File: src/design/vcm_pkg.sv
`default_nettype none

package vcm_pkg;

  // Field widths fixed by the interface.
  localparam int VCM_VEL_WIDTH = 16;
  localparam int VCM_AGE_WIDTH = 17;
  localparam int CFG_W         = 16;
  localparam int CFG_IDX_W     = 3;

  // Operation codes of an input item.
  typedef enum logic [2:0] {
    OP_TICK    = 3'd0,
    OP_PUBLISH = 3'd1,
    OP_COMMAND = 3'd2,
    OP_MODE    = 3'd3,
    OP_TRIGGER = 3'd4,
    OP_STOP    = 3'd5
  } vcm_op_e;

  // Mode codes.
  typedef enum logic [2:0] {
    MODE_MANUAL = 3'd0,
    MODE_AUTO   = 3'd1,
    MODE_NAV    = 3'd2,
    MODE_STOP   = 3'd3,
    MODE_IDLE   = 3'd4
  } vcm_mode_e;

  // Source indexes.
  localparam logic [1:0] SRC_RECOVERY = 2'd3;

  // Codes reported on chosen_source.
  localparam logic [3:0] CH_RECOVERY       = 4'd0;
  localparam logic [3:0] CH_RECOVERY_STALE = 4'd1;
  localparam logic [3:0] CH_MANUAL         = 4'd2;
  localparam logic [3:0] CH_MANUAL_STALE   = 4'd3;
  localparam logic [3:0] CH_AUTO           = 4'd4;
  localparam logic [3:0] CH_AUTO_STALE     = 4'd5;
  localparam logic [3:0] CH_NAV            = 4'd6;
  localparam logic [3:0] CH_NAV_STALE      = 4'd7;
  localparam logic [3:0] CH_STOP           = 4'd8;
  localparam logic [3:0] CH_IDLE           = 4'd9;

  // Configuration register indexes.
  localparam logic [CFG_IDX_W-1:0] REG_CMD_TIMEOUT  = 3'd0;
  localparam logic [CFG_IDX_W-1:0] REG_REC_TIMEOUT  = 3'd1;
  localparam logic [CFG_IDX_W-1:0] REG_TRIG_TIMEOUT = 3'd2;
  localparam logic [CFG_IDX_W-1:0] REG_STOP_WINDOW  = 3'd3;
  localparam logic [CFG_IDX_W-1:0] REG_DEFAULT_MODE = 3'd4;
  localparam logic [CFG_IDX_W-1:0] REG_OVERRIDE_EN  = 3'd5;
  localparam logic [CFG_IDX_W-1:0] REG_LATCH_TRIG   = 3'd6;
  localparam logic [CFG_IDX_W-1:0] REG_STOP_GATE_EN = 3'd7;

  // Reset values of the configuration registers.
  localparam logic [CFG_W-1:0] RST_CMD_TIMEOUT  = 16'd300;
  localparam logic [CFG_W-1:0] RST_REC_TIMEOUT  = 16'd500;
  localparam logic [CFG_W-1:0] RST_TRIG_TIMEOUT = 16'd3000;
  localparam logic [CFG_W-1:0] RST_STOP_WINDOW  = 16'd1000;
  localparam vcm_mode_e        RST_DEFAULT_MODE = MODE_MANUAL;

  typedef struct packed {
    logic [CFG_W-1:0] cmd_age_limit;
    logic [CFG_W-1:0] rec_timeout;
    logic [CFG_W-1:0] trig_timeout;
    logic [CFG_W-1:0] stop_window;
    logic             override_en;
    logic             latch_trig;
    logic             stop_gate_en;
  } vcm_cfg_t;

  // Control state seen by the arbiter.
  typedef struct packed {
    logic [3:0] seen;
    logic       trig_active;
    logic       stop_active;
    logic       stop_seen;
    vcm_mode_e  mode;
  } vcm_flags_t;

  // A mode code outside the defined set falls back to manual.
  function automatic vcm_mode_e sane_mode(input logic [2:0] m);
    vcm_mode_e r;
    r = (m <= MODE_IDLE) ? vcm_mode_e'(m) : MODE_MANUAL;
    return r;
  endfunction

endpackage

`default_nettype wire

File: src/design/vcm_cfg.sv
`default_nettype none

module vcm_cfg
  import vcm_pkg::*;
(
  input  wire logic                 clk,
  input  wire logic                 rst,
  input  wire logic                 wr_en,
  input  wire logic [CFG_IDX_W-1:0] wr_index,
  input  wire logic [CFG_W-1:0]     wr_data,
  output vcm_cfg_t                  cfg,
  output logic                      mode_load,
  output vcm_mode_e                 mode_load_val
);

  always_ff @(posedge clk) begin
    if (rst) begin
      cfg.cmd_age_limit <= RST_CMD_TIMEOUT;
      cfg.rec_timeout   <= RST_REC_TIMEOUT;
      cfg.trig_timeout  <= RST_TRIG_TIMEOUT;
      cfg.stop_window   <= RST_STOP_WINDOW;
      cfg.override_en   <= 1'b1;
      cfg.latch_trig    <= 1'b1;
      cfg.stop_gate_en  <= 1'b0;
    end else if (wr_en) begin
      unique case (wr_index)
        REG_CMD_TIMEOUT:  cfg.cmd_age_limit <= wr_data;
        REG_REC_TIMEOUT:  cfg.rec_timeout   <= wr_data;
        REG_TRIG_TIMEOUT: cfg.trig_timeout  <= wr_data;
        REG_STOP_WINDOW:  cfg.stop_window   <= wr_data;
        REG_OVERRIDE_EN:  cfg.override_en   <= wr_data[0];
        REG_LATCH_TRIG:   cfg.latch_trig    <= wr_data[0];
        REG_STOP_GATE_EN: cfg.stop_gate_en  <= wr_data[0];
        default: ;
      endcase
    end
  end

  // The default mode is not kept here: a write goes straight to the active mode.
  assign mode_load     = wr_en && (wr_index == REG_DEFAULT_MODE);
  assign mode_load_val = sane_mode(wr_data[2:0]);

endmodule

`default_nettype wire

File: src/design/vcm_state.sv
`default_nettype none

module vcm_state
  import vcm_pkg::*;
#(
  parameter int VEL_WIDTH = VCM_VEL_WIDTH,
  parameter int AGE_WIDTH = VCM_AGE_WIDTH
) (
  input  wire logic                        clk,
  input  wire logic                        rst,
  input  wire logic                        mode_load,
  input  wire vcm_mode_e                   mode_load_val,
  input  wire logic                        item_en,
  input  wire vcm_op_e                     op,
  input  wire logic [1:0]                  src,
  input  wire logic signed [VEL_WIDTH-1:0] vel_x,
  input  wire logic signed [VEL_WIDTH-1:0] vel_y,
  input  wire logic signed [VEL_WIDTH-1:0] turn_rate,
  input  wire logic [2:0]                  mode_req,
  input  wire logic                        flag,
  input  wire logic                        trig_expire,
  input  wire logic [1:0]                  rd_idx,
  output vcm_flags_t                       flags,
  output logic [AGE_WIDTH-1:0]             rd_age,
  output logic [AGE_WIDTH-1:0]             trig_age,
  output logic [AGE_WIDTH-1:0]             stop_age,
  output logic signed [VEL_WIDTH-1:0]      rd_vel_x,
  output logic signed [VEL_WIDTH-1:0]      rd_vel_y,
  output logic signed [VEL_WIDTH-1:0]      rd_turn_rate
);

  localparam logic [AGE_WIDTH-1:0] AGE_SAT = {1'b1, {(AGE_WIDTH-1){1'b0}}};

  logic [AGE_WIDTH-1:0]        src_age [4];
  logic signed [VEL_WIDTH-1:0] mem_vel_x [4];
  logic signed [VEL_WIDTH-1:0] mem_vel_y [4];
  logic signed [VEL_WIDTH-1:0] mem_turn_rate [4];

  // Ages never pass the saturation value, so its top bit marks saturation.
  function automatic logic [AGE_WIDTH-1:0] age_inc(input logic [AGE_WIDTH-1:0] a);
    return a[AGE_WIDTH-1] ? a : a + AGE_WIDTH'(1);
  endfunction

  always_ff @(posedge clk) begin
    if (rst) begin
      flags.seen        <= '0;
      flags.trig_active <= 1'b0;
      flags.stop_active <= 1'b0;
      flags.stop_seen   <= 1'b0;
      flags.mode        <= RST_DEFAULT_MODE;
      for (int i = 0; i < 4; i++) begin
        src_age[i] <= AGE_SAT;
      end
      trig_age <= AGE_SAT;
      stop_age <= AGE_SAT;
    end else begin
      if (mode_load) begin
        flags.mode <= mode_load_val;
      end
      if (item_en) begin
        case (op)
          OP_TICK: begin
            for (int i = 0; i < 4; i++) begin
              src_age[i] <= age_inc(src_age[i]);
            end
            trig_age <= age_inc(trig_age);
            stop_age <= age_inc(stop_age);
          end
          OP_COMMAND: begin
            flags.seen[src] <= 1'b1;
            src_age[src]    <= '0;
          end
          OP_MODE: begin
            if (mode_req <= MODE_IDLE) begin
              flags.mode <= vcm_mode_e'(mode_req);
            end
          end
          OP_TRIGGER: begin
            flags.trig_active <= flag;
            trig_age          <= '0;
          end
          OP_STOP: begin
            flags.stop_active <= flag;
            flags.stop_seen   <= 1'b1;
            stop_age          <= '0;
          end
          OP_PUBLISH: begin
            if (trig_expire) begin
              flags.trig_active <= 1'b0;
            end
          end
          default: ;
        endcase
      end
    end
  end

  always_ff @(posedge clk) begin
    if (item_en && op == OP_COMMAND) begin
      mem_vel_x[src]     <= vel_x;
      mem_vel_y[src]     <= vel_y;
      mem_turn_rate[src] <= turn_rate;
    end
  end

  assign rd_age       = src_age[rd_idx];
  assign rd_vel_x     = mem_vel_x[rd_idx];
  assign rd_vel_y     = mem_vel_y[rd_idx];
  assign rd_turn_rate = mem_turn_rate[rd_idx];

endmodule

`default_nettype wire

File: src/design/vcm_arbiter.sv
`default_nettype none

module vcm_arbiter
  import vcm_pkg::*;
#(
  parameter int VEL_WIDTH = VCM_VEL_WIDTH,
  parameter int AGE_WIDTH = VCM_AGE_WIDTH
) (
  input  wire vcm_cfg_t                    cfg,
  input  wire vcm_flags_t                  flags,
  input  wire logic [AGE_WIDTH-1:0]        rd_age,
  input  wire logic [AGE_WIDTH-1:0]        trig_age,
  input  wire logic [AGE_WIDTH-1:0]        stop_age,
  input  wire logic signed [VEL_WIDTH-1:0] rd_vel_x,
  input  wire logic signed [VEL_WIDTH-1:0] rd_vel_y,
  input  wire logic signed [VEL_WIDTH-1:0] rd_turn_rate,
  output logic [1:0]                       rd_idx,
  output logic                             trig_expire,
  output logic signed [VEL_WIDTH-1:0]      res_vel_x,
  output logic signed [VEL_WIDTH-1:0]      res_vel_y,
  output logic signed [VEL_WIDTH-1:0]      res_turn_rate,
  output logic [3:0]                       res_chosen,
  output logic                             res_forced
);

  localparam int CMP_W = (AGE_WIDTH > CFG_W) ? AGE_WIDTH : CFG_W;

  logic             override_cand;
  logic             use_override;
  logic [CFG_W-1:0] limit;
  logic             fresh;
  logic             pass_cmd;

  always_comb begin
    override_cand = cfg.override_en && flags.trig_active;
    trig_expire   = override_cand && cfg.latch_trig &&
                    (CMP_W'(trig_age) > CMP_W'(cfg.trig_timeout));
    use_override  = override_cand && !trig_expire;

    // Only one source is looked at per item: recovery under override,
    // otherwise the one the mode names.
    rd_idx = use_override ? SRC_RECOVERY : flags.mode[1:0];
    limit  = use_override ? cfg.rec_timeout : cfg.cmd_age_limit;
    fresh  = flags.seen[rd_idx] && (CMP_W'(rd_age) <= CMP_W'(limit));

    pass_cmd = 1'b0;
    if (use_override) begin
      pass_cmd   = fresh;
      res_chosen = fresh ? CH_RECOVERY : CH_RECOVERY_STALE;
    end else begin
      case (flags.mode)
        MODE_MANUAL: begin
          pass_cmd   = fresh;
          res_chosen = fresh ? CH_MANUAL : CH_MANUAL_STALE;
        end
        MODE_AUTO: begin
          pass_cmd   = fresh;
          res_chosen = fresh ? CH_AUTO : CH_AUTO_STALE;
        end
        MODE_NAV: begin
          pass_cmd   = fresh;
          res_chosen = fresh ? CH_NAV : CH_NAV_STALE;
        end
        MODE_STOP: res_chosen = CH_STOP;
        default:   res_chosen = CH_IDLE;
      endcase
    end

    res_forced = cfg.stop_gate_en && flags.stop_seen && flags.stop_active &&
                 (CMP_W'(stop_age) <= CMP_W'(cfg.stop_window));

    if (pass_cmd && !res_forced) begin
      res_vel_x     = rd_vel_x;
      res_vel_y     = rd_vel_y;
      res_turn_rate = rd_turn_rate;
    end else begin
      res_vel_x     = '0;
      res_vel_y     = '0;
      res_turn_rate = '0;
    end
  end

endmodule

`default_nettype wire

File: src/design/velocity_command_mux.sv
// Velocity command multiplexer.
// Input channel (in_valid / in_stall): one item per handshake carrying an
// opcode: tick, publish, source command, mode request, recovery trigger or
// safety stop. Only a publish item produces a result; every other item just
// updates the stored commands, ages, mode or flags.
// Output channel (out_valid / out_stall): one result per publish item, with
// the selected velocity, the chosen source code, the stop-forced flag and
// the active mode.
// Configuration port (cfg_valid / cfg_ready, cfg_index, cfg_data): eight
// registers; the user must write them only while no item is in flight, and
// the block itself does not enforce this; cfg_ready is always high.
// An accepted item sits in the input register; one compare-and-select pass
// then loads a publish item's result into the output register once that holds
// no stalled result. Throughput is one item per cycle unless a publish waits.
// Reset: configuration returns to defaults, all ages saturate, no source is
// seen, trigger and stop are cleared and both registers are emptied.
// When out_stall holds a result, the next publish waits in the input register
// and in_stall rises; non-publish items ahead of it still flow through.
`default_nettype none

module velocity_command_mux
  import vcm_pkg::*;
#(
  parameter int VEL_WIDTH = VCM_VEL_WIDTH,
  parameter int AGE_WIDTH = VCM_AGE_WIDTH
) (
  input  wire logic                        clk,
  input  wire logic                        rst,
  input  wire logic                        in_valid,
  output logic                             in_stall,
  input  wire logic [2:0]                  opcode,
  input  wire logic [1:0]                  source,
  input  wire logic signed [VEL_WIDTH-1:0] vel_x,
  input  wire logic signed [VEL_WIDTH-1:0] vel_y,
  input  wire logic signed [VEL_WIDTH-1:0] turn_rate,
  input  wire logic [2:0]                  mode_request,
  input  wire logic                        flag,
  output logic                             out_valid,
  input  wire logic                        out_stall,
  output logic signed [VEL_WIDTH-1:0]      out_vel_x,
  output logic signed [VEL_WIDTH-1:0]      out_vel_y,
  output logic signed [VEL_WIDTH-1:0]      out_turn_rate,
  output logic [3:0]                       chosen_source,
  output logic                             stop_forced,
  output logic [2:0]                       current_mode,
  input  wire logic                        cfg_valid,
  output logic                             cfg_ready,
  input  wire logic [CFG_IDX_W-1:0]        cfg_index,
  input  wire logic [CFG_W-1:0]            cfg_data
);

  vcm_cfg_t   cfg;
  vcm_flags_t flags;
  logic       mode_load;
  vcm_mode_e  mode_load_val;

  logic                        s1_valid;
  vcm_op_e                     s1_op;
  logic [1:0]                  s1_src;
  logic signed [VEL_WIDTH-1:0] s1_vel_x;
  logic signed [VEL_WIDTH-1:0] s1_vel_y;
  logic signed [VEL_WIDTH-1:0] s1_turn_rate;
  logic [2:0]                  s1_mode_req;
  logic                        s1_flag;

  logic                        in_accept;
  logic                        s1_is_pub;
  logic                        s1_adv;
  logic                        out_load;

  logic [1:0]                  rd_idx;
  logic                        trig_expire;
  logic [AGE_WIDTH-1:0]        rd_age;
  logic [AGE_WIDTH-1:0]        trig_age;
  logic [AGE_WIDTH-1:0]        stop_age;
  logic signed [VEL_WIDTH-1:0] rd_vel_x;
  logic signed [VEL_WIDTH-1:0] rd_vel_y;
  logic signed [VEL_WIDTH-1:0] rd_turn_rate;
  logic signed [VEL_WIDTH-1:0] res_vel_x;
  logic signed [VEL_WIDTH-1:0] res_vel_y;
  logic signed [VEL_WIDTH-1:0] res_turn_rate;
  logic [3:0]                  res_chosen;
  logic                        res_forced;

  assign cfg_ready = 1'b1;

  // A publish needs the output register free; other items never wait.
  assign s1_is_pub = (s1_op == OP_PUBLISH);
  assign s1_adv    = s1_valid && (!s1_is_pub || !out_valid || !out_stall);
  assign out_load  = s1_adv && s1_is_pub;
  assign in_stall  = s1_valid && !s1_adv;
  assign in_accept = in_valid && !in_stall;

  always_ff @(posedge clk) begin
    if (rst) begin
      s1_valid  <= 1'b0;
      out_valid <= 1'b0;
    end else begin
      if (in_accept) begin
        s1_valid <= 1'b1;
      end else if (s1_adv) begin
        s1_valid <= 1'b0;
      end
      if (out_load) begin
        out_valid <= 1'b1;
      end else if (!out_stall) begin
        out_valid <= 1'b0;
      end
    end
  end

  always_ff @(posedge clk) begin
    if (in_accept) begin
      s1_op        <= vcm_op_e'(opcode);
      s1_src       <= source;
      s1_vel_x     <= vel_x;
      s1_vel_y     <= vel_y;
      s1_turn_rate <= turn_rate;
      s1_mode_req  <= mode_request;
      s1_flag      <= flag;
    end
    if (out_load) begin
      out_vel_x     <= res_vel_x;
      out_vel_y     <= res_vel_y;
      out_turn_rate <= res_turn_rate;
      chosen_source <= res_chosen;
      stop_forced   <= res_forced;
      current_mode  <= flags.mode;
    end
  end

  vcm_cfg u_cfg (
    .clk           (clk),
    .rst           (rst),
    .wr_en         (cfg_valid && cfg_ready),
    .wr_index      (cfg_index),
    .wr_data       (cfg_data),
    .cfg           (cfg),
    .mode_load     (mode_load),
    .mode_load_val (mode_load_val)
  );

  vcm_state #(
    .VEL_WIDTH (VEL_WIDTH),
    .AGE_WIDTH (AGE_WIDTH)
  ) u_state (
    .clk           (clk),
    .rst           (rst),
    .mode_load     (mode_load),
    .mode_load_val (mode_load_val),
    .item_en       (s1_adv),
    .op            (s1_op),
    .src           (s1_src),
    .vel_x         (s1_vel_x),
    .vel_y         (s1_vel_y),
    .turn_rate     (s1_turn_rate),
    .mode_req      (s1_mode_req),
    .flag          (s1_flag),
    .trig_expire   (trig_expire),
    .rd_idx        (rd_idx),
    .flags         (flags),
    .rd_age        (rd_age),
    .trig_age      (trig_age),
    .stop_age      (stop_age),
    .rd_vel_x      (rd_vel_x),
    .rd_vel_y      (rd_vel_y),
    .rd_turn_rate  (rd_turn_rate)
  );

  vcm_arbiter #(
    .VEL_WIDTH (VEL_WIDTH),
    .AGE_WIDTH (AGE_WIDTH)
  ) u_arbiter (
    .cfg           (cfg),
    .flags         (flags),
    .rd_age        (rd_age),
    .trig_age      (trig_age),
    .stop_age      (stop_age),
    .rd_vel_x      (rd_vel_x),
    .rd_vel_y      (rd_vel_y),
    .rd_turn_rate  (rd_turn_rate),
    .rd_idx        (rd_idx),
    .trig_expire   (trig_expire),
    .res_vel_x     (res_vel_x),
    .res_vel_y     (res_vel_y),
    .res_turn_rate (res_turn_rate),
    .res_chosen    (res_chosen),
    .res_forced    (res_forced)
  );

endmodule

`default_nettype wire

File: config.mk
export PLATFORM = sky130hd
export DESIGN_NAME = velocity_command_mux
export DESIGN_NICKNAME = d
export VERILOG_FILES = /design/src/design/vcm_pkg.sv /design/src/design/vcm_cfg.sv /design/src/design/vcm_state.sv /design/src/design/vcm_arbiter.sv /design/src/design/velocity_command_mux.sv
export SDC_FILE = /design/constraint.sdc
export NUM_CORES = 1
export LEC_CHECK = 0
export BUFFER_PORTS_ARGS = -buffer_cell sky130_fd_sc_hd__buf_4
export CORE_MARGIN = 4
export CORE_UTILIZATION = 57
export CTS_BUF_LIST = sky130_fd_sc_hd__clkbuf_4 sky130_fd_sc_hd__clkbuf_8
export DETAILED_ROUTE_END_ITERATION = 7
export GPL_TIMING_DRIVEN = 0
export PLACE_DENSITY = 0.8
export REMOVE_ABC_BUFFERS = 1
export SLEW_MARGIN = 20
export SYNTH_ARGS = -nofsm -noshare
export SYNTH_HDL_FRONTEND = slang
export SYNTH_SLANG_ARGS = --single-unit
File: constraint.sdc
create_clock -name clk -period 7.22 [get_ports clk]
set_input_delay 1.444 -clock clk [delete_from_list [all_inputs] [get_ports clk]]
set_output_delay 1.444 -clock clk [all_outputs]
set_load 0.01 [all_outputs]
# Word level (Yosys, flattened, before mapping)
# Memory sizes are Yosys's and may differ from the RTL's. A register that Yosys moved wholly into a read port is not among the register bits.
# Index checks and enable logic that the tools add are counted.
# classes
addsub	6
magnitude_cmp	8
eq_ne	19
n_mux	52
bitwise_logic	5
reduce_logical	51
# ops
op	n
$mux 17	11
$add 17x1->17 const B	6
$pmux 17 s2	2
$le 17x16->1	2
$mux 1	26
$reduce_and 2->1	11
$eq 3x2->1 const B	6
$eq 3x3->1 const B	6
$gt 17x16->1	1
$reduce_or 17->1	1
$logic_and 1x1->1	16
$mux 16	1
$pmux 4 s4	1
$mux 3	5
$logic_not 1->1	10
$eq 3x1->1 const B	3
$logic_not 3->1	3
$reduce_and 3->1	3
$reduce_bool 2->1	4
$le 3x3->1 const B	2
$lt 2x3->1 const B	2
$mux 2	2
$mux 4	1
$ne 2x1->1 const B	2
9 further kinds	14
# word_totals
regBits	178
ramBits	260
input_bits	81
out_inout_bits	59
word_cells	173
n_memories	4
# mem_list
name	depth	word_bits	read_ports	rd_ports_with_merged_regs	wr	line	source
u_state.src_age	4	17	5	0	4	vcm_state.sv:34	logic [AGE_WIDTH-1:0] src_age [4];
u_state.mem_turn_rate	4	16	1	1	1	vcm_state.sv:37	logic signed [VEL_WIDTH-1:0] mem_turn_rate [4];
u_state.mem_vel_x	4	16	1	1	1	vcm_state.sv:35	logic signed [VEL_WIDTH-1:0] mem_vel_x [4];
u_state.mem_vel_y	4	16	1	1	1	vcm_state.sv:36	logic signed [VEL_WIDTH-1:0] mem_vel_y [4];

# Longest topological paths before layout
# Gate-level depths: netlist of the first run.
# depth
word_depth	13
depth_mapped	21
depth_no_buf	17

# Hierarchy
# From an unflattened synthesis of the first run, not the netlist that was laid out.
# unflattened
cells_unflattened	1596
hier_area_um2	21116.5
# by_module_without_submodules
module	n_inst	cells_per_inst	area_each_um2	seq_area_each_um2
vcm_state	1	952	12974.9	8007.7
velocity_command_mux	1	127	3530.9	3433.3
vcm_cfg	1	261	2746.4	1341.3
vcm_arbiter	1	256	1864.3	0.0

# Least setup slack after synthesis of the first run
# Ideal clock, no wire load.
# synth_timing
path_kind	reg2reg
startpoint	register s1_op[2]
endpoint	memory u_state.src_age[1][11] (netlist bit)
setup_time_ns	0.117
arrival_time_ns	6.992
required_ns	7.103
setup_slack_ns	0.111
path_stages_with_launch	8
path_buffers	2
period_less_slack_ns	7.109
cell_sequence	edfxtp_1 > nor2b_1 > nand2_1 > nor4b_1 > or2_2 > clkbuf_1 > buf_2 > nor2_1
# synth_lines
item	line	source
start: declaration	velocity_command_mux.sv:58	vcm_op_e s1_op;
start signal: assignment	velocity_command_mux.sv:114	s1_op <= vcm_op_e'(opcode);
end: declaration	vcm_state.sv:34	

# Worst setup path in the final report of the first run
# layout_timing
startpoint	register, netlist name u_cfg.cfg[34]
endpoint	register out_vel_x[3] (read register of u_state.mem_vel_x) (data pin)
# layout_via
elab_chain_len	12
word_cells_on_any_way	15
classes_between	order compare (2); mux (6); reduce/logical (6); memory (1)
# layout_lines
item	line	source
$gt 17x16->1 *	vcm_arbiter.sv:37	(CMP_W'(trig_age) > CMP_W'(cfg.trig_timeout));
$logic_and 1x1->1 *	vcm_arbiter.sv:36	trig_expire = override_cand && cfg.latch_trig &&
$logic_not 1->1 *	vcm_arbiter.sv:38	use_override = override_cand && !trig_expire;
$logic_and 1x1->1 *	vcm_arbiter.sv:38	
$mux 2	vcm_arbiter.sv:42	rd_idx = use_override ? SRC_RECOVERY : flags.mode[1:0];
$mem_v2 4x17 / $bmux 1 s2 (equally long branches)	-	
$le 17x16->1 / $mux 1 (equally long branches)	vcm_arbiter.sv:44	fresh = flags.seen[rd_idx] && (CMP_W'(rd_age) <= CMP_W'(limit));
$logic_and 1x1->1	vcm_arbiter.sv:44	
$mux 1	vcm_arbiter.sv:51	case (flags.mode)
$mux 1	vcm_arbiter.sv:47	if (use_override) begin
$logic_and 1x1->1	vcm_arbiter.sv:72	if (pass_cmd && !res_forced) begin
$logic_not 1->1 (no line)	-	
end: declaration	velocity_command_mux.sv:40	output logic signed [VEL_WIDTH-1:0] out_vel_x,
# Mark *: on every way between the ends. The rest lies on a longest branch, timed or not. The select of a mux whose other input is x is not followed.
# A chain may end at the register's enable or synchronous reset.

==> impl.org, run 1 <==
** Clock tree
- Post-CTS repair timing setup buffer count :: 0
- The H-tree generated during clock tree synthesis spans 3 levels.
- The number of clock buffers added by TritonCTS is 77.
- Worst skew pair latency :: 0.64 ns
- The tree built by TritonCTS fans out to 486 sinks.
- TritonCTS clock tree :: built
- Number of gates given a new drive strength after cts :: 0
- Root buffer selected by CTS :: sky130_fd_sc_hd__clkbuf_8
- The number of hold buffers added after CTS was 0.
- In this run the deepest clock path goes through 3 buffers.
- After clock tree synthesis, the clock-pin slew on the worst setup and hold paths is 0.06 ns.

** Cells and area
- In the final design database the tool counted 2034 nets.
- Share of layout cells above drive strength 1 :: 0.1927
- The finished layout holds 2425 standard cells, fillers aside.
- Summing all multi-input logic gate instances after layout gives 7194 sq um.
- Most frequent standard cell in the layout excluding fill and tap cells :: sky130_fd_sc_hd__edfxtp_1
- The library cells used most frequently in the layout, excluding fill and tap cells, are sky130_fd_sc_hd__edfxtp_1 (305), sky130_fd_sc_hd__dfxtp_1 (179), sky130_fd_sc_hd__nand2_1 (177).
- Sequential standard cell area :: 12790 sq um
- Fill cells in the final layout number 2467.
- Synthesis-to-layout area growth :: 16.84%

** Route
- Detailed routing placed a total of 24130 microns of wire on met2.
- After detailed routing, the total wire length is 48150 microns.
- After detailed routing, the met3 layer carries 3669 microns of wire.
- For this run, design rule violations remaining after detail routing come to 0.
- In this run the top signal layer used is met4.
- WL per Instance :: 19.86 microns
- For this block, the initial DRC count from the detailed router was 1357.
- Routed length on met1 :: 19250 microns
- Antenna Violating Nets Remaining :: 0
- Routed vias/inst :: 5.947
- Number of search-and-repair iterations in the first detailed-routing pass :: 5
- Total via count in the routed design :: 14420

** STA
- RSZ-0062 raised after global routing :: no
- The count of pins over their slew limit is 0.
- Final worst-path setup slack :: 0.9655 ns
- For the final routed database, the setup TNS stands at 0 ns.
- The number of failing hold endpoints at the final stage was 0.
- Of the available clock period, the critical path in the final layout requires 0.8663.
- Across the routed clock network, the largest skew measured is 0.04158 ns.
- Transition time at the pin with the least slew margin :: 1.085 ns
- Setup violations remaining at the end of the flow were counted as 0.
- Highest achievable clock rate :: 0.1599 GHz
- Headroom to the max-slew limit :: 0.2765
- The worst path needs 6.255 ns of the cycle, external delays included.

** Worst setup path
- Kind of critical path :: flop to flop
- Together, buffers and inverters on the worst path number 1.
- Broken down by cell family, the worst path's largest delay share belongs to simple AND/OR/NAND/NOR gates.
- The startpoint identified for the worst register-to-register timing path is u_cfg.cfg[34].
- The signal on the critical path passes through inv_1 -> ha_1 -> and3_4 -> a221oi_2 -> o21ai_1 -> o31a_1 -> nor2_4 -> nor2_1 -> a2bb2oi_1 -> ha_1 -> and4_1 -> a21oi_1 -> a21boi_0 -> o31ai_1 -> nand2b_1 -> and4bb_2 -> nor4b_1.
- The worst setup path is launched from a flop.
- In this design, the critical path's most frequently occurring cell is sky130_fd_sc_hd__ha_1.
- Required @ worst endpoint :: 7.58 ns
- Slowest Stage Delay on Critical Path :: 1.05 ns
- Element type at the critical path end :: flop
- Endpoint arrival time on the critical path :: 6.61 ns
- Start point of the critical path :: u_cfg.cfg[34]
- Slowest CP cell :: sky130_fd_sc_hd__and4bb_2
- Biggest fanout along the worst timing path :: 48

** Synthesis
- The share of synthesized area in the top cell type comes to 0.4462.
- Synthesis-stage register bit count :: 486
- Mean instance size in the synthesized netlist :: 11.79 sq um
- For this run, asynchronously set or reset flops after synthesis account for 0.
- The synthesized design contains 305 enable-type register cells.
- Biggest area contributors in the synthesized netlist :: sky130_fd_sc_hd__edfxtp_1 (45%), sky130_fd_sc_hd__dfxtp_1 (18%), sky130_fd_sc_hd__ha_1 (3.3%)
- The Yosys step of the flow raised 0 warnings.
- sky130_fd_sc_hd__edfxtp_1 takes more of the synthesized area than any other cell.
- Count of unique library cells instantiated by Yosys :: 68
- Synthesized netlist cell count :: 1741
- In this run the cell area of the synthesized design comes to 20530 sq um.
- Sequential element share of the synthesized area :: 0.6227
- For this run, the leading register cell type out of synthesis is sky130_fd_sc_hd__edfxtp_1.

** Power
- VDD IR max :: 0.1493 mV
- Pwr per Cell Area :: 238.9 nW/um^2
- Total power :: 5.729 mW
- Pleak :: 8.683 nW

** Floorplanning
- Width of the die :: 197.8 microns
- Core Rows :: 69
- The region available for standard cell placement spans 35570 sq um.
- Floorplan die height :: 197.8 microns
- The initial utilization of the core area, before any placement, comes to 0.5771.
- The die covers 39110 sq um.
- Top Ports :: 140

** GRT
- Vias in the first global route :: 14570
- Across every metal layer, demand over resource in global routing totals 0.2439.
- Congestion Overflow GR :: 0
- Entering global routing, the biggest net connects 98 pins.
- The initial antenna violation count was 0.
- The first global-routing pass estimated 76270 microns of wire.

** Placed design
- The wire-length estimate of the detail-placed layout is 30760 microns.
- In this run, placement finished with an instance count of 2281.
- Before CTS, the worst setup slack after placement is 0.9690 ns.
- The congestion estimate from routability-driven global placement came to 0.8213.
- Port buffering added 138 buffers.

** Hold path
- HP Start :: u_cfg.cfg[55]
- Worst min-delay path category :: flop to flop

** Job
- The tool flagged a number of max-cap violations equal to 0.

** Outcome
- Status :: finished clean
area by class of cell:
cell class	instances	share of cell area
diodes	2	0.0002087
clock buffers	120	0.06026
clock inverters	22	0.008504
inverters	49	0.007669
multi-input cells	1108	0.3000
flip-flops and latches	486	0.5333
well taps	461	0.02405
repair buffers	177	0.06600
cell usage after synthesis (6+ instances only):
cell                        number
sky130_fd_sc_hd__a2111oi_0      45
sky130_fd_sc_hd__a211o_1         9
sky130_fd_sc_hd__a21oi_1       122
sky130_fd_sc_hd__a2bb2oi_1      13
sky130_fd_sc_hd__and3_1         16
sky130_fd_sc_hd__and4_1         13
sky130_fd_sc_hd__buf_2          10
sky130_fd_sc_hd__buf_4           7
sky130_fd_sc_hd__clkbuf_1       75
sky130_fd_sc_hd__dfxtp_1       181
sky130_fd_sc_hd__edfxtp_1      305
sky130_fd_sc_hd__ha_1           54
sky130_fd_sc_hd__inv_1          49
sky130_fd_sc_hd__mux2_2         15
sky130_fd_sc_hd__mux2i_1        22
sky130_fd_sc_hd__nand2_1       179
sky130_fd_sc_hd__nand2b_1        8
sky130_fd_sc_hd__nand3_1        39
sky130_fd_sc_hd__nand3b_1       16
sky130_fd_sc_hd__nand4_1        30
sky130_fd_sc_hd__nor2_1        153
sky130_fd_sc_hd__nor2b_1        61
sky130_fd_sc_hd__nor3_1         62
sky130_fd_sc_hd__nor4b_1        23
sky130_fd_sc_hd__nor4b_2        26
sky130_fd_sc_hd__o21ai_0        24
sky130_fd_sc_hd__o21bai_1        7
sky130_fd_sc_hd__o22ai_1        16
sky130_fd_sc_hd__or3_1           6
sky130_fd_sc_hd__xnor2_1        26
sky130_fd_sc_hd__xor2_1         56
cells by family after synthesis:
kind of cell / synth area share
multiplexers: 0.01896
AND/OR/NAND/NOR: 0.1709
flip-flops: 0.6227
other: 0.0001827
buffers and inverters: 0.03023
adder cells (fa/ha/maj): 0.03292
AO/OA/AOI/OAI: 0.08912
XOR/XNOR: 0.03499
report_power, final:
part           total, mW  switching [mW]  leakage [nW]  internal, mW
combinational      0.235           0.138          3.59        0.0967
clock               2.47            1.08         0.881          1.39
sequential          3.02          0.0328          4.21          2.99
total               5.73            1.25          8.68          4.48
layer usage:
layer / GRT usage / up-vias
met3: 0.04186 / 88
li1: - / 6701
met1: 0.3230 / 7026
met4: 0.08161 / 0
met5: 0 / -
met2: 0.4121 / 607
worst paths after layout:
path	slack [ns]	cells after the start	to
min	0.45	2	u_cfg.cfg[55]
min reg2reg	0.45	2	u_cfg.cfg[55]
max	0.97	17	out_vel_x[3]
max reg2reg	0.97	17	out_vel_x[3]
through the flow:
stage | hold WS, ns | cell area, sq um | util
finish | 0.4535 | 23980 | 0.6742
CTS | 0.4551 | 23980 | 0.6741
floorplan | 0.4296 | 20090 | -
global placement | 0.4412 | 21700 | 0.6101
global route | 0.4811 | 23980 | 0.6741
detailed placement | 0.4473 | 22330 | 0.6277
state kept, by name (all words and copies together) (netlist names), 10 cells and up:
name                   cells
s1_vel_x                  16
s1_vel_y                  16
s1_turn_rate              16
u_cfg.cfg                 67
out_turn_rate             16
u_state.trig_age          17
out_vel_y                 16
out_vel_x                 16
u_state.src_age           68
u_state.mem_vel_x         64
u_state.mem_turn_rate     64
u_state.flags             10
u_state.mem_vel_y         64
u_state.stop_age          17
worst reg2reg max path, cell delays in order, from the launching register on:
cell and delay [ns]:
sky130_fd_sc_hd__dfxtp_1 0.33, sky130_fd_sc_hd__inv_1 0.05, sky130_fd_sc_hd__ha_1 0.32, sky130_fd_sc_hd__and3_4 0.21
sky130_fd_sc_hd__a221oi_2 0.24, sky130_fd_sc_hd__o21ai_1 0.13, sky130_fd_sc_hd__o31a_1 0.33, sky130_fd_sc_hd__nor2_4 0.58
sky130_fd_sc_hd__nor2_1 0.43, sky130_fd_sc_hd__a2bb2oi_1 0.27, sky130_fd_sc_hd__ha_1 0.36, sky130_fd_sc_hd__and4_1 0.21
sky130_fd_sc_hd__a21oi_1 0.19, sky130_fd_sc_hd__a21boi_0 0.11, sky130_fd_sc_hd__o31ai_1 0.49, sky130_fd_sc_hd__nand2b_1 0.11
sky130_fd_sc_hd__and4bb_2 1.05, sky130_fd_sc_hd__nor4b_1 0.57
No activity file was read; power rests on OpenSTA's default activity.
==> run 2, diff against run 1 <==
--- a/config.mk
+++ b/config.mk
@@ -7,11 +7,11 @@
 export LEC_CHECK = 0
 export BUFFER_PORTS_ARGS = -buffer_cell sky130_fd_sc_hd__buf_4
 export CORE_MARGIN = 4
-export CORE_UTILIZATION = 57
+export CORE_UTILIZATION = 53
 export CTS_BUF_LIST = sky130_fd_sc_hd__clkbuf_4 sky130_fd_sc_hd__clkbuf_8
 export DETAILED_ROUTE_END_ITERATION = 7
 export GPL_TIMING_DRIVEN = 0
-export PLACE_DENSITY = 0.8
+export PLACE_DENSITY = 0.75
 export REMOVE_ABC_BUFFERS = 1
 export SLEW_MARGIN = 20
 export SYNTH_ARGS = -nofsm -noshare
==> impl.org, run 2 (synthesis results as in run 1) <==
** Hold path
- Hold depth :: 2
- The worst hold path begins at u_cfg.cfg[48].
- For hold timing, the worst endpoint is u_cfg.cfg[48].
- Worst min-delay path category :: flop to flop

** Worst setup path
- STA classifies the critical path endpoint as a flop.
- Required @ worst endpoint :: 7.59 ns
- Worst reg2reg path depth :: 18
- In this run the register-to-register setup slack is 1.18 ns.
- Biggest fanout along the worst timing path :: 48
- In this run the critical register-to-register path is launched from u_cfg.cfg[34].
- Reg-to-Reg End :: out_vel_y[1]
- Endpoint arrival time on the critical path :: 6.42 ns
- Critical Path Start Type :: flop
- The critical path in this run is classified as flop to flop.

** STA
- Number of endpoints with negative hold slack in the final report :: 0
- Max-slew violation count :: 0
- Of the available clock period, the critical path in the final layout requires 0.8372.
- RSZ-0062 raised after global routing :: no
- Setup total negative slack on the finished layout was measured at 0 ns.
- Min Clock Period, post-route :: 6.045 ns
- The worst path meets setup with 1.175 ns of slack.
- Final setup violation count :: 0
- Timing would allow up to 0.1654 GHz.
- The worst pin sits at a relative slew slack of 0.3301.
- For the final database, setup skew stands at 0.03546 ns.
- Transition time at the pin with the least slew margin :: 0.9971 ns

** Cells and area
- Of the cells placed in the final design, the portion with a size suffix greater than 1 is 0.1930.
- Final Util :: 0.6358
- Most frequent standard cell in the layout excluding fill and tap cells :: sky130_fd_sc_hd__edfxtp_1
- Number of flip-flops under the largest register name :: 68
- Summing all multi-input logic gate instances after layout gives 7198 sq um.
- Synthesis-to-layout area growth :: 17.49%
- Summing all flip-flop and latch instances after layout gives 12790 sq um.
- u_state.src_age holds more flip-flops than any other register.
- Fill cells :: 2806
- Commonest cells after routing, fill and taps aside :: sky130_fd_sc_hd__edfxtp_1 (305), sky130_fd_sc_hd__dfxtp_1 (179), sky130_fd_sc_hd__nand2_1 (177)
- Net count of the finished layout :: 2037
- The largest registers in the layout are u_state.src_age (68), u_cfg.cfg (67).

** Floorplanning
- The total area inside the core boundary comes to 37930 sq um.
- For this configuration, the core starts out at a cell density of 0.5411.
- Overall die area :: 41940 sq um
- The die is 204.8 microns wide.
- For this design the top-level I/O count stands at 140.
- Measured along the y axis, the die boundary spans 204.8 microns.
- The floorplan has 71 rows.

** GRT
- The first global-routing pass estimated 75480 microns of wire.
- The initial antenna violation count was 1.
- Vias in the first global route :: 14270
- Global router's overall resource usage :: 0.2255
- Entering global routing, the biggest net connects 98 pins.
- Summed over all layers, the global routing overflow is 0.

** Job
- The tool flagged a number of max-cap violations equal to 0.

** Route
- Iter 0 DRT Violations :: 1189
- For this run, design rule violations remaining after detail routing come to 0.
- The detail route stage leaves a number of antenna-violating nets equal to 0.
- Met3 wire len :: 3151 microns
- Routed vias/inst :: 5.771
- The first TritonRoute pass finished after 5 iterations.
- The final layout contains routed wiring with a total length of 47620 microns.
- Routed length on met2 :: 23480 microns
- Highest metal layer used by the detailed router :: met5
- Detailed routing inserted a total of 14290 vias.
- Dividing the detail-routed wire length by the instance count gives 19.23 microns.
- The detailed router put a total of 19760 microns of wire on met1.

** Clock tree
- The clock tree synthesis step divided the H-tree into 3 levels.
- Post-CTS repair timing setup buffer count :: 0
- In this run, CTS created clock tree buffers numbering 80.
- Number of clock sinks seen by CTS :: 486
- Number of buffers inserted for hold repair after clock tree synthesis :: 0
- The clock passes through at most 3 buffers.
- TritonCTS built the clock tree.
- Clock-pin slew was measured on the worst setup and hold paths at 0.06 ns.
- Gates resized during post-CTS repair numbered 0.
- For the worst-skew pair, the clock arrives at the later sink with an insertion delay of 0.64 ns.
- Root buffer selected by CTS :: sky130_fd_sc_hd__clkbuf_8

** Outcome
- The flow ran to the end, and the final reports show no timing, DRC or antenna violations.

** Power
- Pleak :: 8.712 nW
- Power spread over the standard cell area amounts to 237.2 nW/um^2.
- VDD IR max :: 0.1305 mV

** Placed design
- At the end of routability-driven placement, the weighted congestion stood at 0.8452.
- Summed over all nets, the half-perimeter wirelength after detailed placement is 31320 microns.
- Input and output buffers added on the ports amount to 138.
- Before CTS, the worst setup slack after placement is 0.8493 ns.
==> run 2: cell types whose count changed in the layout (fill, tap and decap cells not counted), moves of 2 or more <==
cell / before / now
sky130_fd_sc_hd__clkinv_2: 5 / 11
sky130_fd_sc_hd__buf_12: 7 / 2
sky130_fd_sc_hd__inv_8: 2 / 0
sky130_fd_sc_hd__clkbuf_4: 33 / 30
sky130_fd_sc_hd__buf_2: 15 / 13
sky130_fd_sc_hd__clkinv_8: 0 / 2
sky130_fd_sc_hd__buf_16: 10 / 16
==> run 2: critical path: stages (launching register included) <==
cell and delay [ns]:
sky130_fd_sc_hd__dfxtp_1 0.33, sky130_fd_sc_hd__inv_1 0.06, sky130_fd_sc_hd__ha_1 0.31, sky130_fd_sc_hd__and3_4 0.22, sky130_fd_sc_hd__nand4_1 0.13, sky130_fd_sc_hd__a31oi_1 0.28, sky130_fd_sc_hd__o31a_1 0.32, sky130_fd_sc_hd__nor2_4 0.17
sky130_fd_sc_hd__buf_16 0.20, sky130_fd_sc_hd__nor2_1 0.75, sky130_fd_sc_hd__a2bb2oi_1 0.39, sky130_fd_sc_hd__ha_1 0.33, sky130_fd_sc_hd__and4_1 0.21, sky130_fd_sc_hd__a21oi_1 0.13, sky130_fd_sc_hd__a21boi_0 0.10, sky130_fd_sc_hd__o31ai_1 0.51
sky130_fd_sc_hd__nand2b_1 0.09, sky130_fd_sc_hd__and4bb_4 0.81, sky130_fd_sc_hd__nor4b_1 0.45
==> run 2: area by class of cell <==
cell class / instances / share of cell area
Antenna cell: 1 / 0.0001038
Clock buffer: 116 / 0.05842
Clock inverter: 28 / 0.01032
Inverter: 49 / 0.007626
Multi-Input combinational cell: 1108 / 0.2985
Sequential cell: 486 / 0.5303
Tap cell: 511 / 0.02651
Timing Repair Buffer: 177 / 0.06822
==> run 2: where the power goes <==
group	internal, mW	switching, mW	total, mW	leakage, nW
sequential	2.99	0.0349	3.02	4.21
combinational	0.0970	0.135	0.232	3.62
clock	1.38	1.09	2.46	0.885
total	4.46	1.26	5.72	8.71
==> run 2: routing by layer <==
layer / global-route usage / up-vias
met5: 0 / -
met4: 0.08136 / 2
met3: 0.04100 / 97
met2: 0.3758 / 501
met1: 0.2981 / 6975
li1: - / 6714
==> run 2: worst max-delay path by stage <==
stage | start | to | slack [ns] | cells after the start
2_1_floorplan | s1_op[2] | u_state.src_age[1][0] | 0.26 | 5
3_3_place_gp | s1_op[2] | u_state.src_age[1][6] | -4.70 | 5
3_5_place_dp | u_cfg.cfg[34] | out_vel_y[1] | 0.85 | 18
4_1_cts | u_cfg.cfg[34] | out_vel_y[1] | 0.82 | 18
5_1_grt | u_cfg.cfg[30] | out_vel_y[1] | 0.73 | 18
6_report | u_cfg.cfg[34] | out_vel_y[1] | 1.18 | 18
==> run 2: per-stage QoR <==
stage	cells	power [mW]	hold slack (ns)	area, sq um
floorplan	1643	3.183	0.4296	20090
global placement	2292	3.294	0.4410	21760
detailed placement	2331	3.313	0.4468	22450
CTS	2475	5.766	0.4539	24110
global route	2475	5.929	0.4697	24110
finish	2476	5.721	0.4531	24120
